===== src/hdl/modbus_rtu_word_transaction_framer_assert.svh =====
// Assertion macros for the Modbus RTU word framer.
// Each macro expects clk and arst_n to be visible where it is used.
`ifndef MODBUS_RTU_WORD_TRANSACTION_FRAMER_ASSERT_SVH
`define MODBUS_RTU_WORD_TRANSACTION_FRAMER_ASSERT_SVH

// Same-cycle implication, checked out of reset.
`define MBRTU_HOLDS(lbl, ante, cons, msg) \
	lbl: assert property (@(posedge clk) disable iff (!arst_n) (ante) |-> (cons)) \
		else $error(msg);

// Next-cycle implication, checked out of reset.
`define MBRTU_NEXT(lbl, ante, cons, msg) \
	lbl: assert property (@(posedge clk) disable iff (!arst_n) (ante) |=> (cons)) \
		else $error(msg);

`endif


===== src/hdl/mbrtu_pkg.sv =====
// Shared types, codes and constants for the Modbus RTU word framer.
// No dependencies; every module in the project imports this package.
package mbrtu_pkg;

	localparam int unsigned RCNT_W            = 6;
	localparam int unsigned MAX_READ_RESPONSE = 32;
	localparam int unsigned QUEUE_DEPTH       = 4;
	localparam int unsigned QPTR_W            = $clog2(QUEUE_DEPTH);
	localparam int unsigned IDX_W             = 4;

	localparam logic [15:0] CRC_INIT   = 16'hFFFF;
	localparam logic [15:0] CRC_POLY   = 16'hA001;
	localparam logic [7:0]  FUNC_READ  = 8'h03;
	localparam logic [7:0]  FUNC_WRITE = 8'h10;
	localparam logic [7:0]  BYTE_COUNT = 8'h04;
	localparam logic [7:0]  REG_COUNT  = 8'h02;

	localparam logic [RCNT_W-1:0] WRITE_CAP = RCNT_W'(8);
	localparam logic [RCNT_W-1:0] READ_MIN  = RCNT_W'(9);

	// Frame byte positions.
	localparam logic [IDX_W-1:0] READ_LAST_IDX  = IDX_W'(7);
	localparam logic [IDX_W-1:0] WRITE_LAST_IDX = IDX_W'(12);

	typedef enum logic [1:0] {
		CMD_READ    = 2'd0,
		CMD_WRITE   = 2'd1,
		CMD_RX_BYTE = 2'd2,
		CMD_CLOSE   = 2'd3
	} cmd_t;

	typedef enum logic [1:0] {
		OP_READ,
		OP_WRITE,
		OP_RX,
		OP_CLOSE
	} op_kind_t;

	typedef enum logic [1:0] {
		ST_OK       = 2'd0,
		ST_SHORT    = 2'd1,
		ST_CRC_BAD  = 2'd2,
		ST_NO_ACK   = 2'd3
	} status_t;

	typedef enum logic {
		KIND_TX      = 1'b0,
		KIND_VERDICT = 1'b1
	} result_kind_t;

	typedef enum logic {
		BK_IDLE,
		BK_SEND
	} back_state_t;

	typedef struct packed {
		op_kind_t    kind;
		logic [7:0]  unit_id;
		logic [15:0] reg_address;
		logic [31:0] data;
	} op_t;

	function automatic logic [15:0] crc_feed(input logic [15:0] crc, input logic [7:0] b);
		logic [15:0] c;
		c = crc ^ {8'h00, b};
		for (int k = 0; k < 8; k++) begin
			c = c[0] ? ((c >> 1) ^ CRC_POLY) : (c >> 1);
		end
		return c;
	endfunction

endpackage


===== src/hdl/mbrtu_ifs.sv =====
// Channel interfaces of the Modbus RTU word framer: command items in, results out.
// Standalone; valid/ready handshake, a beat moves when both are high.
interface mbrtu_item_if;
	logic        valid;
	logic        ready;
	logic [1:0]  cmd;
	logic [7:0]  unit_id;
	logic [15:0] reg_address;
	logic [31:0] write_value;
	logic [7:0]  rx_byte;

	modport source(output valid, cmd, unit_id, reg_address, write_value, rx_byte,
		input ready);
	modport sink(input valid, cmd, unit_id, reg_address, write_value, rx_byte,
		output ready);
endinterface

interface mbrtu_result_if;
	logic        valid;
	logic        ready;
	logic        result_kind;
	logic [7:0]  tx_byte;
	logic        tx_last;
	logic [1:0]  status;
	logic [31:0] read_value;

	modport source(output valid, result_kind, tx_byte, tx_last, status, read_value,
		input ready);
	modport sink(input valid, result_kind, tx_byte, tx_last, status, read_value,
		output ready);
endinterface


===== src/hdl/mbrtu_front.sv =====
// Front end: accepts command beats, classifies them into operations.
// Depends on mbrtu_pkg and mbrtu_item_if; feeds mbrtu_queue.
module mbrtu_front
	import mbrtu_pkg::*;
(
	input  logic          clk,
	input  logic          arst_n,
	mbrtu_item_if.sink    item,
	output logic          push,
	output op_t           push_op,
	input  logic          push_ready
);

	logic valid_s1;
	op_t  op_s1;
	op_t  op_d;

	assign item.ready = !valid_s1 || push_ready;
	assign push       = valid_s1;
	assign push_op    = op_s1;

	always_comb begin
		op_d.unit_id     = item.unit_id;
		op_d.reg_address = item.reg_address;
		op_d.data        = item.write_value;
		unique case (cmd_t'(item.cmd))
			CMD_READ:    op_d.kind = OP_READ;
			CMD_WRITE:   op_d.kind = OP_WRITE;
			CMD_RX_BYTE: begin
				op_d.kind = OP_RX;
				op_d.data = {24'h000000, item.rx_byte};
			end
			CMD_CLOSE:   op_d.kind = OP_CLOSE;
			default:     op_d.kind = OP_CLOSE;
		endcase
	end

	always_ff @(posedge clk or negedge arst_n) begin
		if (!arst_n) begin
			valid_s1 <= 1'b0;
		end else if (item.valid && item.ready) begin
			valid_s1 <= 1'b1;
		end else if (push_ready) begin
			valid_s1 <= 1'b0;
		end
	end

	always_ff @(posedge clk) begin
		if (item.valid && item.ready) begin
			op_s1 <= op_d;
		end
	end

endmodule


===== src/hdl/mbrtu_queue.sv =====
// Short operation queue between the front end and the back end.
// Depends on mbrtu_pkg for op_t and depth constants.
module mbrtu_queue
	import mbrtu_pkg::*;
(
	input  logic clk,
	input  logic arst_n,
	input  logic push,
	input  op_t  push_op,
	output logic push_ready,
	output logic pop_valid,
	output op_t  pop_op,
	input  logic pop
);

	op_t               mem_q [QUEUE_DEPTH];
	logic [QPTR_W-1:0] wr_ptr_q;
	logic [QPTR_W-1:0] rd_ptr_q;
	logic [QPTR_W:0]   count_q;
	logic              do_push;
	logic              do_pop;

	assign push_ready = count_q != (QPTR_W+1)'(QUEUE_DEPTH);
	assign pop_valid  = count_q != '0;
	assign pop_op     = mem_q[rd_ptr_q];
	assign do_push    = push && push_ready;
	assign do_pop     = pop && pop_valid;

	always_ff @(posedge clk or negedge arst_n) begin
		if (!arst_n) begin
			wr_ptr_q <= '0;
			rd_ptr_q <= '0;
			count_q  <= '0;
		end else begin
			if (do_push) begin
				wr_ptr_q <= wr_ptr_q + 1'b1;
			end
			if (do_pop) begin
				rd_ptr_q <= rd_ptr_q + 1'b1;
			end
			if (do_push && !do_pop) begin
				count_q <= count_q + 1'b1;
			end else if (do_pop && !do_push) begin
				count_q <= count_q - 1'b1;
			end
		end
	end

	always_ff @(posedge clk) begin
		if (do_push) begin
			mem_q[wr_ptr_q] <= push_op;
		end
	end

endmodule


===== src/hdl/mbrtu_back.sv =====
// Back end: builds request frames with CRC, tracks the response, issues verdicts.
// Depends on mbrtu_pkg and mbrtu_result_if; drains mbrtu_queue.
module mbrtu_back
	import mbrtu_pkg::*;
#(
	parameter int unsigned MAX_READ_RESPONSE = mbrtu_pkg::MAX_READ_RESPONSE
) (
	input  logic            clk,
	input  logic            arst_n,
	input  logic            op_valid,
	input  op_t             op,
	output logic            pop,
	mbrtu_result_if.source  result
);

	localparam logic [RCNT_W-1:0] READ_CAP = RCNT_W'(MAX_READ_RESPONSE);

	back_state_t state_q, state_d;

	// Request being sent
	logic [7:0]       sid_q;
	logic [15:0]      addr_q;
	logic [31:0]      wv_q;
	logic [IDX_W-1:0] idx_q;
	logic [15:0]      tx_crc_q;

	// Response tracking
	logic              is_write_q;
	logic [RCNT_W-1:0] rcount_q;
	logic [15:0]       rx_crc_q;
	logic [15:0]       held_q;
	logic [7:0]        func_q;
	logic [31:0]       word_q;

	// Output register
	logic        out_valid_q;
	logic        out_kind_q;
	logic [7:0]  out_byte_q;
	logic        out_last_q;
	logic [1:0]  out_status_q;
	logic [31:0] out_value_q;

	logic        out_free;
	logic        out_load;
	logic        start_req;
	logic        rx_take;
	logic        tx_step;
	logic        tx_is_crc;
	logic        tx_is_last;
	logic [7:0]  tx_data;
	logic [7:0]  tx_byte_d;
	status_t     verdict;
	logic [31:0] verdict_value;
	result_kind_t out_kind_d;
	logic [7:0]  out_byte_d;
	logic        out_last_d;
	status_t     out_status_d;
	logic [31:0] out_value_d;
	logic [RCNT_W-1:0] rx_cap;
	logic [7:0]  rx_b;

	assign out_free = !out_valid_q || result.ready;
	assign rx_cap   = is_write_q ? WRITE_CAP : READ_CAP;
	assign rx_b     = op.data[7:0];

	assign result.valid       = out_valid_q;
	assign result.result_kind = out_kind_q;
	assign result.tx_byte     = out_byte_q;
	assign result.tx_last     = out_last_q;
	assign result.status      = out_status_q;
	assign result.read_value  = out_value_q;

	// Frame byte at the current position
	always_comb begin
		tx_is_last = idx_q == (is_write_q ? WRITE_LAST_IDX : READ_LAST_IDX);
		tx_is_crc  = idx_q >= (is_write_q ? WRITE_LAST_IDX - 1'b1 : READ_LAST_IDX - 1'b1);
		case (idx_q)
			IDX_W'(0): tx_data = sid_q;
			IDX_W'(1): tx_data = is_write_q ? FUNC_WRITE : FUNC_READ;
			IDX_W'(2): tx_data = addr_q[15:8];
			IDX_W'(3): tx_data = addr_q[7:0];
			IDX_W'(4): tx_data = 8'h00;
			IDX_W'(5): tx_data = REG_COUNT;
			IDX_W'(6): tx_data = BYTE_COUNT;
			IDX_W'(7): tx_data = wv_q[31:24];
			IDX_W'(8): tx_data = wv_q[23:16];
			IDX_W'(9): tx_data = wv_q[15:8];
			IDX_W'(10): tx_data = wv_q[7:0];
			default:   tx_data = 8'h00;
		endcase
		if (tx_is_crc) begin
			tx_byte_d = tx_is_last ? tx_crc_q[15:8] : tx_crc_q[7:0];
		end else begin
			tx_byte_d = tx_data;
		end
	end

	// Verdict from the response state
	always_comb begin
		verdict_value = 32'h0;
		if (is_write_q) begin
			if (rcount_q < WRITE_CAP) begin
				verdict = ST_SHORT;
			end else if (func_q != FUNC_WRITE) begin
				verdict = ST_NO_ACK;
			end else begin
				verdict = ST_OK;
			end
		end else begin
			if (rcount_q < READ_MIN) begin
				verdict = ST_SHORT;
			end else if (held_q != {rx_crc_q[7:0], rx_crc_q[15:8]}) begin
				verdict = ST_CRC_BAD;
			end else begin
				verdict       = ST_OK;
				verdict_value = word_q;
			end
		end
	end

	always_comb begin
		state_d      = state_q;
		pop          = 1'b0;
		out_load     = 1'b0;
		start_req    = 1'b0;
		rx_take      = 1'b0;
		tx_step      = 1'b0;
		out_kind_d   = KIND_TX;
		out_byte_d   = 8'h00;
		out_last_d   = 1'b0;
		out_status_d = ST_OK;
		out_value_d  = 32'h0;
		unique case (state_q)
			BK_IDLE: begin
				if (op_valid) begin
					unique case (op.kind) inside
						OP_READ, OP_WRITE: begin
							pop       = 1'b1;
							start_req = 1'b1;
							state_d   = BK_SEND;
						end
						OP_RX: begin
							pop     = 1'b1;
							rx_take = 1'b1;
						end
						OP_CLOSE: begin
							if (out_free) begin
								pop          = 1'b1;
								out_load     = 1'b1;
								out_kind_d   = KIND_VERDICT;
								out_last_d   = 1'b1;
								out_status_d = verdict;
								out_value_d  = verdict_value;
							end
						end
						default: begin
							pop = 1'b1;
						end
					endcase
				end
			end
			BK_SEND: begin
				if (out_free) begin
					out_load   = 1'b1;
					tx_step    = 1'b1;
					out_byte_d = tx_byte_d;
					out_last_d = tx_is_last;
					if (tx_is_last) begin
						state_d = BK_IDLE;
					end
				end
			end
			default: state_d = BK_IDLE;
		endcase
	end

	always_ff @(posedge clk or negedge arst_n) begin
		if (!arst_n) begin
			state_q <= BK_IDLE;
		end else begin
			state_q <= state_d;
		end
	end

	always_ff @(posedge clk or negedge arst_n) begin
		if (!arst_n) begin
			is_write_q <= 1'b0;
			rcount_q   <= '0;
			rx_crc_q   <= CRC_INIT;
			held_q     <= 16'h0;
			func_q     <= 8'h00;
			word_q     <= 32'h0;
			out_valid_q <= 1'b0;
		end else begin
			if (start_req) begin
				is_write_q <= op.kind == OP_WRITE;
				rcount_q   <= '0;
				rx_crc_q   <= CRC_INIT;
				held_q     <= 16'h0;
				func_q     <= 8'h00;
				word_q     <= 32'h0;
			end else if (rx_take && rcount_q < rx_cap) begin
				// the last two bytes stay out of the CRC until a third arrives
				if (rcount_q >= RCNT_W'(2)) begin
					rx_crc_q <= crc_feed(rx_crc_q, held_q[15:8]);
				end
				held_q <= {held_q[7:0], rx_b};
				if (rcount_q == RCNT_W'(1)) begin
					func_q <= rx_b;
				end
				if (rcount_q >= RCNT_W'(3) && rcount_q <= RCNT_W'(6)) begin
					word_q <= {word_q[23:0], rx_b};
				end
				rcount_q <= rcount_q + 1'b1;
			end
			if (out_load) begin
				out_valid_q <= 1'b1;
			end else if (result.ready) begin
				out_valid_q <= 1'b0;
			end
		end
	end

	always_ff @(posedge clk) begin
		if (start_req) begin
			sid_q    <= op.unit_id;
			addr_q   <= op.reg_address;
			wv_q     <= op.data;
			idx_q    <= '0;
			tx_crc_q <= CRC_INIT;
		end else if (tx_step) begin
			idx_q <= idx_q + 1'b1;
			if (!tx_is_crc) begin
				tx_crc_q <= crc_feed(tx_crc_q, tx_data);
			end
		end
		if (out_load) begin
			out_kind_q   <= out_kind_d;
			out_byte_q   <= out_byte_d;
			out_last_q   <= out_last_d;
			out_status_q <= out_status_d;
			out_value_q  <= out_value_d;
		end
	end

endmodule


===== src/hdl/modbus_rtu_word_transaction_framer.sv =====
// Modbus RTU word framer, top level: front end, operation queue, back end.
// Response and close beats are taken one a cycle while the queue has room;
// each is registered in the front stage, then queued. A read request yields 8 byte beats,
// a write 13, one a cycle while the output register is free; the back end handles one
// request frame at a time; a verdict follows each close beat. Reset clears all control and
// response state asynchronously; the block is ready once reset is released.
`include "modbus_rtu_word_transaction_framer_assert.svh"

module modbus_rtu_word_transaction_framer
	import mbrtu_pkg::*;
#(
	parameter int unsigned MAX_READ_RESPONSE = mbrtu_pkg::MAX_READ_RESPONSE
) (
	input  logic           clk,
	input  logic           arst_n,
	mbrtu_item_if.sink     item,
	mbrtu_result_if.source result
);

	logic push;
	op_t  push_op;
	logic push_ready;
	logic pop_valid;
	op_t  pop_op;
	logic pop;

	mbrtu_front u_front (
		.clk        (clk),
		.arst_n     (arst_n),
		.item       (item),
		.push       (push),
		.push_op    (push_op),
		.push_ready (push_ready)
	);

	mbrtu_queue u_queue (
		.clk        (clk),
		.arst_n     (arst_n),
		.push       (push),
		.push_op    (push_op),
		.push_ready (push_ready),
		.pop_valid  (pop_valid),
		.pop_op     (pop_op),
		.pop        (pop)
	);

	mbrtu_back #(
		.MAX_READ_RESPONSE (MAX_READ_RESPONSE)
	) u_back (
		.clk      (clk),
		.arst_n   (arst_n),
		.op_valid (pop_valid),
		.op       (pop_op),
		.pop      (pop),
		.result   (result)
	);

	`MBRTU_HOLDS(a_verdict_last, result.valid && result.result_kind == KIND_VERDICT, result.tx_last, "verdict without last flag")
	`MBRTU_HOLDS(a_tx_clean, result.valid && result.result_kind == KIND_TX, result.status == ST_OK && result.read_value == 32'h0, "request beat carries verdict data")
	`MBRTU_NEXT(a_front_holds, push && !push_ready, push, "front stage dropped a beat")
	`MBRTU_HOLDS(a_pop_nonempty, pop, pop_valid, "pop from empty queue")

endmodule


===== src/flat_wrapper.sv =====
// flat-port wrapper written by rule: the top's interface ports become plain ports
module modbus_rtu_word_transaction_framer_flat import mbrtu_pkg::*;
#(
	parameter int unsigned MAX_READ_RESPONSE = mbrtu_pkg::MAX_READ_RESPONSE
)
  (clk, arst_n, item_valid, item_cmd, item_unit_id, item_reg_address, item_write_value, item_rx_byte, item_ready, result_valid, result_result_kind, result_tx_byte, result_tx_last, result_status, result_read_value, result_ready);
  mbrtu_item_if item_i ();
  mbrtu_result_if result_i ();
  input  logic clk;
  input  logic arst_n;
  input wire logic [$bits(item_i.valid)-1:0] item_valid;
  input wire logic [$bits(item_i.cmd)-1:0] item_cmd;
  input wire logic [$bits(item_i.unit_id)-1:0] item_unit_id;
  input wire logic [$bits(item_i.reg_address)-1:0] item_reg_address;
  input wire logic [$bits(item_i.write_value)-1:0] item_write_value;
  input wire logic [$bits(item_i.rx_byte)-1:0] item_rx_byte;
  output wire logic [$bits(item_i.ready)-1:0] item_ready;
  output wire logic [$bits(result_i.valid)-1:0] result_valid;
  output wire logic [$bits(result_i.result_kind)-1:0] result_result_kind;
  output wire logic [$bits(result_i.tx_byte)-1:0] result_tx_byte;
  output wire logic [$bits(result_i.tx_last)-1:0] result_tx_last;
  output wire logic [$bits(result_i.status)-1:0] result_status;
  output wire logic [$bits(result_i.read_value)-1:0] result_read_value;
  input wire logic [$bits(result_i.ready)-1:0] result_ready;
  assign item_i.valid = item_valid;
  assign item_i.cmd = item_cmd;
  assign item_i.unit_id = item_unit_id;
  assign item_i.reg_address = item_reg_address;
  assign item_i.write_value = item_write_value;
  assign item_i.rx_byte = item_rx_byte;
  assign item_ready = item_i.ready;
  assign result_valid = result_i.valid;
  assign result_result_kind = result_i.result_kind;
  assign result_tx_byte = result_i.tx_byte;
  assign result_tx_last = result_i.tx_last;
  assign result_status = result_i.status;
  assign result_read_value = result_i.read_value;
  assign result_i.ready = result_ready;
  modbus_rtu_word_transaction_framer #(.MAX_READ_RESPONSE(MAX_READ_RESPONSE)) u_core (.clk(clk), .arst_n(arst_n), .item(item_i), .result(result_i));
endmodule

===== config.mk =====
export PLATFORM = sky130hd
export DESIGN_NAME = modbus_rtu_word_transaction_framer_flat
export DESIGN_NICKNAME = d
export VERILOG_FILES = /design/src/hdl/mbrtu_pkg.sv /design/src/hdl/mbrtu_ifs.sv /design/src/hdl/mbrtu_front.sv /design/src/hdl/mbrtu_queue.sv /design/src/hdl/mbrtu_back.sv /design/src/hdl/modbus_rtu_word_transaction_framer.sv /design/src/flat_wrapper.sv
export VERILOG_INCLUDE_DIRS = /design/src /design/src/hdl
export SDC_FILE = /design/constraint.sdc
export NUM_CORES = 1
export LEC_CHECK = 0
export BUFFER_PORTS_ARGS = -buffer_cell sky130_fd_sc_hd__buf_2
export CAP_MARGIN = 20
export CORE_MARGIN = 2
export CORE_UTILIZATION = 60
export DETAILED_ROUTE_END_ITERATION = 10
export PLACE_DENSITY = 0.76
export SLEW_MARGIN = 5
export SYNTH_ARGS = -nofsm -noshare
export SYNTH_HDL_FRONTEND = slang
export SYNTH_SLANG_ARGS = --single-unit
export TNS_END_PERCENT = 1

===== constraint.sdc =====
create_clock -name clk -period 12.4 [get_ports clk]
set_input_delay 1.24 -clock clk [delete_from_list [all_inputs] [get_ports clk]]
set_output_delay 1.24 -clock clk [all_outputs]
set_load 0.05 [all_outputs]

Word level (Yosys, flattened, before mapping)
Memories as Yosys holds them, arrays and structs flattened.
Index checks and enable logic that the tools add are counted.
{ "word_totals": {"register_bits": 267, "ramBits": 232, "inputBits": 70, "wordCells": 186, "memories": 1} }
{ "op_classes": {"n_addsub": 6, "order_cmp": 7, "n_eq_ne": 20, "muxes": 70, "bitwise": 23, "n_reduce_logical": 32} }
{ "memory_table": {"columns": ["name", "words", "word_bits", "rd", "rd_clocked_by_memory_dff", "write_ports", "line_no", "text"], "rows": [
  ["u_core.u_queue.mem_q", 4, 58, 1, 0, 1, "mbrtu_queue.sv:16", "op_t mem_q [QUEUE_DEPTH];"]
]} }
{ "ops": {"columns": ["operator", "count"], "rows": [
  ["2-to-1 mux 16 bit", 21],
  ["2-to-1 mux 32 bit", 3],
  ["one-hot mux 8 bit (10 select lines)", 1],
  ["2-to-1 mux 8 bit", 6],
  ["NOT 2 -> 3 bit", 16],
  ["XOR 16 x 8 -> 16 bit", 2],
  ["2-to-1 mux 1 bit", 22],
  ["2-to-1 mux 6 bit", 3],
  ["!= test 16 bit", 1],
  ["nonzero test 2 bit", 7],
  ["equality test 4 x 3 -> 1 bit (second input constant)", 3],
  ["equality test 4 bit (second input constant)", 3],
  [">= comparator 6 x 2 -> 1 bit (second input constant)", 2],
  ["< comparator 6 x 4 -> 1 bit (second input constant)", 2],
  ["2-to-1 mux 2 bit", 5],
  ["AND reduction 2 bit", 5],
  ["equality test 2 bit (second input constant)", 4],
  ["equality test 4 x 2 -> 1 bit (second input constant)", 2],
  ["2-to-1 mux 4 bit", 2],
  ["!= test 8 x 5 -> 1 bit (second input constant)", 1],
  ["one-hot mux 2 bit (4 select lines)", 1],
  ["logical AND 1 bit", 7],
  ["OR reduction 7 bit", 1],
  ["adder 6 x 1 -> 6 bit (second input constant)", 1],
  ["23 further kinds", 37]
]} }

Longest topological paths before layout
{ "depth": {"depth_word": 20, "ltp_mapped": 12, "ltp_nobuf": 10} }

By module
From an unflattened synthesis, not the netlist that was laid out.
{ "hier_totals": {"cells_unflattened": 1178, "area_unflattened_um2": 19702.6} }
{ "modules_own_cells": {"columns": ["module", "n_inst", "cells_per_inst", "area_each_um2"], "rows": [
  ["mbrtu_queue", 1, 339, 8851.0],
  ["mbrtu_back", 1, 739, 8763.4],
  ["mbrtu_front", 1, 100, 2088.3]
]} }

Worst setup path after synthesis
No wires, ideal clock.
{ "synth_path": {"kind": "reg-to-reg", "start": "register u_core.u_queue.rd_ptr_q[0]", "end": "register u_core.u_back.addr_q[0], enable pin", "setup_time_ns": 0.442, "arrival_ns": 3.528, "path_slack_ns": 8.430, "stages_incl_launch_ff": 8, "path_buffers": 4, "period_less_slack_ns": 3.970, "cell_sequence": "dfrtp_1 buf_6 mux4_2 or3_1 clkbuf_1 inv_1 clkbuf_1 buf_1"} }
{ "synth_via": {"elab_chain_len": 6, "word_cells_on_any_way": 7, "classes_between": "1 x eq/ne; 3 x mux; 2 x reduce/logical; 1 x memory"} }
{ "synth_rtl": {"columns": ["element", "line_no", "text"], "rows": [
  ["from (decl)", "mbrtu_queue.sv:18", "logic [QPTR_W-1:0] rd_ptr_q;"],
  ["from (signal assigned)", "mbrtu_queue.sv:39", "rd_ptr_q <= rd_ptr_q + 1'b1;"],
  ["memory read (4 x 58 bit) (*)", null, null],
  ["equality test 2 x 1 -> 1 bit or logical NOT 2 bit (tied branches)", null, null],
  ["OR reduction 2 bit (*)", "mbrtu_back.sv:136", "unique case (op.kind) inside"],
  ["2-to-1 mux 1 bit (*)", "mbrtu_back.sv:136", null],
  ["2-to-1 mux 1 bit (*)", "mbrtu_back.sv:135", "if (op_valid) begin"],
  ["2-to-1 mux 1 bit (*)", "mbrtu_back.sv:133", "unique case (state_q)"],
  ["via u_core.u_back.start_req", "mbrtu_back.sv:45", "logic start_req;"],
  ["to (signal assigned)", "mbrtu_back.sv:227", "addr_q <= op.reg_address;"],
  ["to (decl)", "mbrtu_back.sv:22", "logic [15:0] addr_q;"]
]} }
Mark *: on every way through the listed nets, which the timed path passes. The rest lies on a longest branch.
A chain may end at the register's enable or synchronous reset.

Final worst setup path
{ "layout_path": {"start": "register u_core.u_queue.rd_ptr_q[1]", "end": "register u_core.u_back.held_q[2]"} }
{ "layout_via": {"elab_chain_len": 7, "word_cells_on_any_way": 15, "classes_between": "2 x eq/ne; 8 x mux; 4 x reduce/logical; 1 x memory"} }
{ "layout_rtl": {"columns": ["element", "line_no", "text"], "rows": [
  ["memory read (4 x 58 bit) (*)", null, null],
  ["equality test 2 x 1 -> 1 bit (tied with other cells)", null, null],
  ["OR reduction 2 bit or 2-to-1 mux 1 bit (tied branches)", "mbrtu_back.sv:136", null],
  ["2-to-1 mux 1 bit, on equally long branches", "mbrtu_back.sv:136, mbrtu_back.sv:135", null],
  ["2-to-1 mux 1 bit, on equally long branches", "mbrtu_back.sv:135, mbrtu_back.sv:133", null],
  ["2-to-1 mux 1 bit or logical AND 1 bit (tied branches)", "mbrtu_back.sv:133, mbrtu_back.sv:202", null],
  ["2-to-1 mux 16 bit or nonzero test 2 bit (tied branches)", null, null],
  ["to (signal assigned)", "mbrtu_back.sv:207", "held_q <= {held_q[7:0], rx_b};"],
  ["to (decl)", "mbrtu_back.sv:31", "logic [15:0] held_q;"]
]} }
Every way passes the cells marked *; elsewhere a longest branch is shown, timed or not. The select of a mux whose other input is x is not followed.

==> results_dict.tcl <==
set metrics [dict create \
    outcome "completed" \
    cts_max_level 2 \
    core_area_um2 32400 \
    synth_enable_flop_cells 390 \
    die_y_um 185 \
    setup_viol 0 \
    cts_sinks 499 \
    rsz0062_at_grt "false" \
    final_common_cell "edfxtp_1" \
    vias 9960 \
    grt_remaining_overflow 0 \
    dp_worst_setup_slack_ns 8.25 \
    synth-seq-cells 499 \
    cpMaxStageDelayCell "dfrtp_4" \
    numPortBuffers 115 \
    vdd_drop_max_uv 182 \
    cts_buffer_depth 3 \
    skew_ns 0.0159 \
    drive_above_1_share_pct 26.5 \
    drv_slew 0 \
    setup_tns_ns 0 \
    drtPass1Iterations 5 \
    wl_per_cell_um 19.9 \
    setup_ws_ns 8.31 \
    period_needed_ns 4.09 \
    grt_pass1_wl_um 55800 \
    rows 66 \
    ys_warn_count 0 \
    slew_headroom_pct 33.9 \
    cpMostUsedCell "buf_4" \
    ys_types 58 \
    ff_latch_area_um2 14400 \
    hold_path_class "in2async" \
    nFillCells 2157 \
    fin_area_um2 22200 \
    cpPeakStageDelay_ns 0.97 \
    critPathCaptureType "register" \
    grt_max_degree 89 \
    maxCapViolations 0 \
    cts-root-buf "clkbuf_16" \
    numCtsBuffers 48 \
    finalHoldViolCount 0 \
    die-width_um 185 \
    crit_required_ns 12.84 \
    drc_errors 0 \
    crit_arrival_ns 4.52 \
    syn_area_um2 19600 \
    ff2ff_setup_slack_ns 8.31 \
    clk_pin_slew_ns 0.06 \
    track_usage_pct 21.6 \
    dieArea_um2 34100 \
    crit_type "reg2reg" \
    syn_area_per_cell_um2 16.8 \
    total_power_w 0.00611 \
    fin_nets 1378 \
    mostFrequentLayoutCells "edfxtp_1 (390), buf_2 (114), dfrtp_1 (71), nor2_1 (68), nand2_1 (65)" \
    drtIter0Drc 949 \
    postRouteAntennaNets 0 \
    antenna_cells 0 \
    clkLatencyLatePin_ns 0.55 \
    io_pins 116 \
    power_density_nw_per_um2 276 \
    wl_um 35200 \
    cts_tree "yes" \
    fin_crit_sh_pct 32.9 \
    dp_hpwl_um 21200 \
    worstMarginPinSlew_ns 0.988 \
    path_cells "mux4_2 -> or3_1 -> buf_4 -> inv_4 -> buf_4 -> nor2_1 -> a22o_1" \
    cts_resized 0 \
    ys_async_sr_fraction_pct 17.8 \
    via_per_inst 5.63 \
    cts_hold_buf 0 \
    max_freq_ghz 0.245 \
    grt_pass1_vias 9916 \
    multi_input_area_um2 4930 \
    start_util_pct 60.6 \
    postCtsSetupRepairBufs 0 \
    post_dp_cell_area_um2 20600 \
    syn_inst 1165 \
    syn_nets 1255 \
    critPathMaxFanout 66 \
    area_growth_pct 13.0 \
    ys_seq_area_share_pct 73.2 \
    routabilityCongestion 0.792 \
    p_leak_nw 8.07 \
    cp-start-kind "register" \
    antenna_found_initial 0 \
    ys.flop_type "edfxtp_1" \
]
Yosys cell counts, types with 7 or more instances:
cell type | count | area share [%]
nand2b_1 | 7 | 0.22
dfstp_2 | 16 | 2.1
and2_1 | 63 | 2.0
nand2_2 | 30 | 0.96
a21oi_2 | 18 | 0.80
a211oi_1 | 14 | 0.54
inv_1 | 17 | 0.33
nor2_1 | 68 | 1.3
nand2_1 | 66 | 1.3
mux4_2 | 58 | 6.7
dfrtp_1 | 73 | 9.3
edfxtp_1 | 390 | 60
dfxtp_1 | 20 | 2.0
buf_2 | 11 | 0.28
clkbuf_1 | 30 | 0.57
mux2_2 | 12 | 0.69
a22oi_1 | 9 | 0.34
xnor2_1 | 43 | 1.9
mux2i_1 | 30 | 1.5
a21oi_1 | 38 | 0.97
xor2_1 | 14 | 0.63
buf_1 | 12 | 0.23
ha_1 | 19 | 1.2
o211ai_1 | 7 | 0.27
nor2b_1 | 7 | 0.22
o21ai_0 | 8 | 0.20
a22o_1 | 10 | 0.45
cell families (layout without fill, tap and decap cells):
logic type / after synthesis / in the layout / synth area share (%)
AO/OA/AOI/OAI: 132 / 132 / 4.72
adder cells (fa/ha/maj): 20 / 20 / 1.31
flip-flops: 499 / 499 / 73.2
XOR/XNOR: 60 / 60 / 2.86
buffers and inverters: 77 / 238 / 1.75
multiplexers: 100 / 100 / 8.88
AND/OR/NAND/NOR: 277 / 277 / 7.23
per-stage QoR:
| stage | utilization, % | hold WS [ns] | instances |
|---|---|---|---|
| 3_3_place_gp | 63.7 | 0.469 | 1678 |
| 2_1_floorplan | - | 0.459 | 1165 |
| 5_1_grt | 68.5 | 0.434 | 1768 |
| 4_1_cts | 68.3 | 0.435 | 1766 |
| 3_5_place_dp | 63.7 | 0.482 | 1678 |
| 6_report | 68.5 | 0.456 | 1768 |
worst max-delay path: cells and delay by family (launching register included):
family / cells / cell delay (ns)
and+or+nand+nor: 2 / 0.65
muxes: 1 / 0.43
AOI/OAI and AO/OA: 1 / 0.26
buffers and inverters: 3 / 1.57
DFF: 1 / 0.97
layer usage:
metal	GRT usage [%]	part of all wire (%)	vias up	wire length, µm
li1	-	-	4633	-
met1	30.5	42	4941	14900
met2	35.6	50	327	17700
met3	3.30	5.2	59	1840
met4	5.84	2.0	0	713
met5	0	0	-	0
sequential cells by signal, summed over array words and instances (netlist names), 2 cells and up:
name                             cells
u_core.u_back.addr_q                16
u_core.u_back.func_q                 8
u_core.u_back.held_q                16
u_core.u_back.idx_q                  4
u_core.u_back.rcount_q               6
u_core.u_back.result.read_value     32
u_core.u_back.result.status          2
u_core.u_back.result.tx_byte         8
u_core.u_back.rx_crc_q              16
u_core.u_back.sid_q                  8
u_core.u_back.tx_crc_q              16
u_core.u_back.word_q                32
u_core.u_back.wv_q                  32
u_core.u_front.push_op              58
u_core.u_queue.count_q               3
u_core.u_queue.mem_q               232
u_core.u_queue.rd_ptr_q              2
u_core.u_queue.wr_ptr_q              2
final cells by class:
type | instances | area share (%)
clock inverters | 23 | 1.04
repair buffers | 133 | 3.31
multi-input cells | 589 | 22.3
flip-flops and latches | 499 | 64.8
well taps | 442 | 2.50
clock buffers | 65 | 5.75
inverters | 17 | 0.299
power breakdown:
part	internal (W)	switching, W	leakage [nW]
Combinational	0.000860	0.00120	2.36
Sequential	0.00238	0.000273	4.98
Clock	0.000806	0.000581	0.733
worst paths after layout:
check / start / end / cells after the start
max: u_core.u_queue.rd_ptr_q[1] / u_core.u_back.held_q[2] / 7
min reg2reg: u_core.u_front.push_op[47] / u_core.u_queue.mem_q[1][47] / 0
max in group asynchronous: arst_n / u_core.u_back.rx_crc_q[6] / 3
min in group clk: u_core.u_front.push_op[47] / u_core.u_queue.mem_q[1][47] / 0
max reg2reg: u_core.u_queue.rd_ptr_q[1] / u_core.u_back.held_q[2] / 7
min: arst_n / u_core.u_front.push / 1
Power figures use the tool's default switching activity.
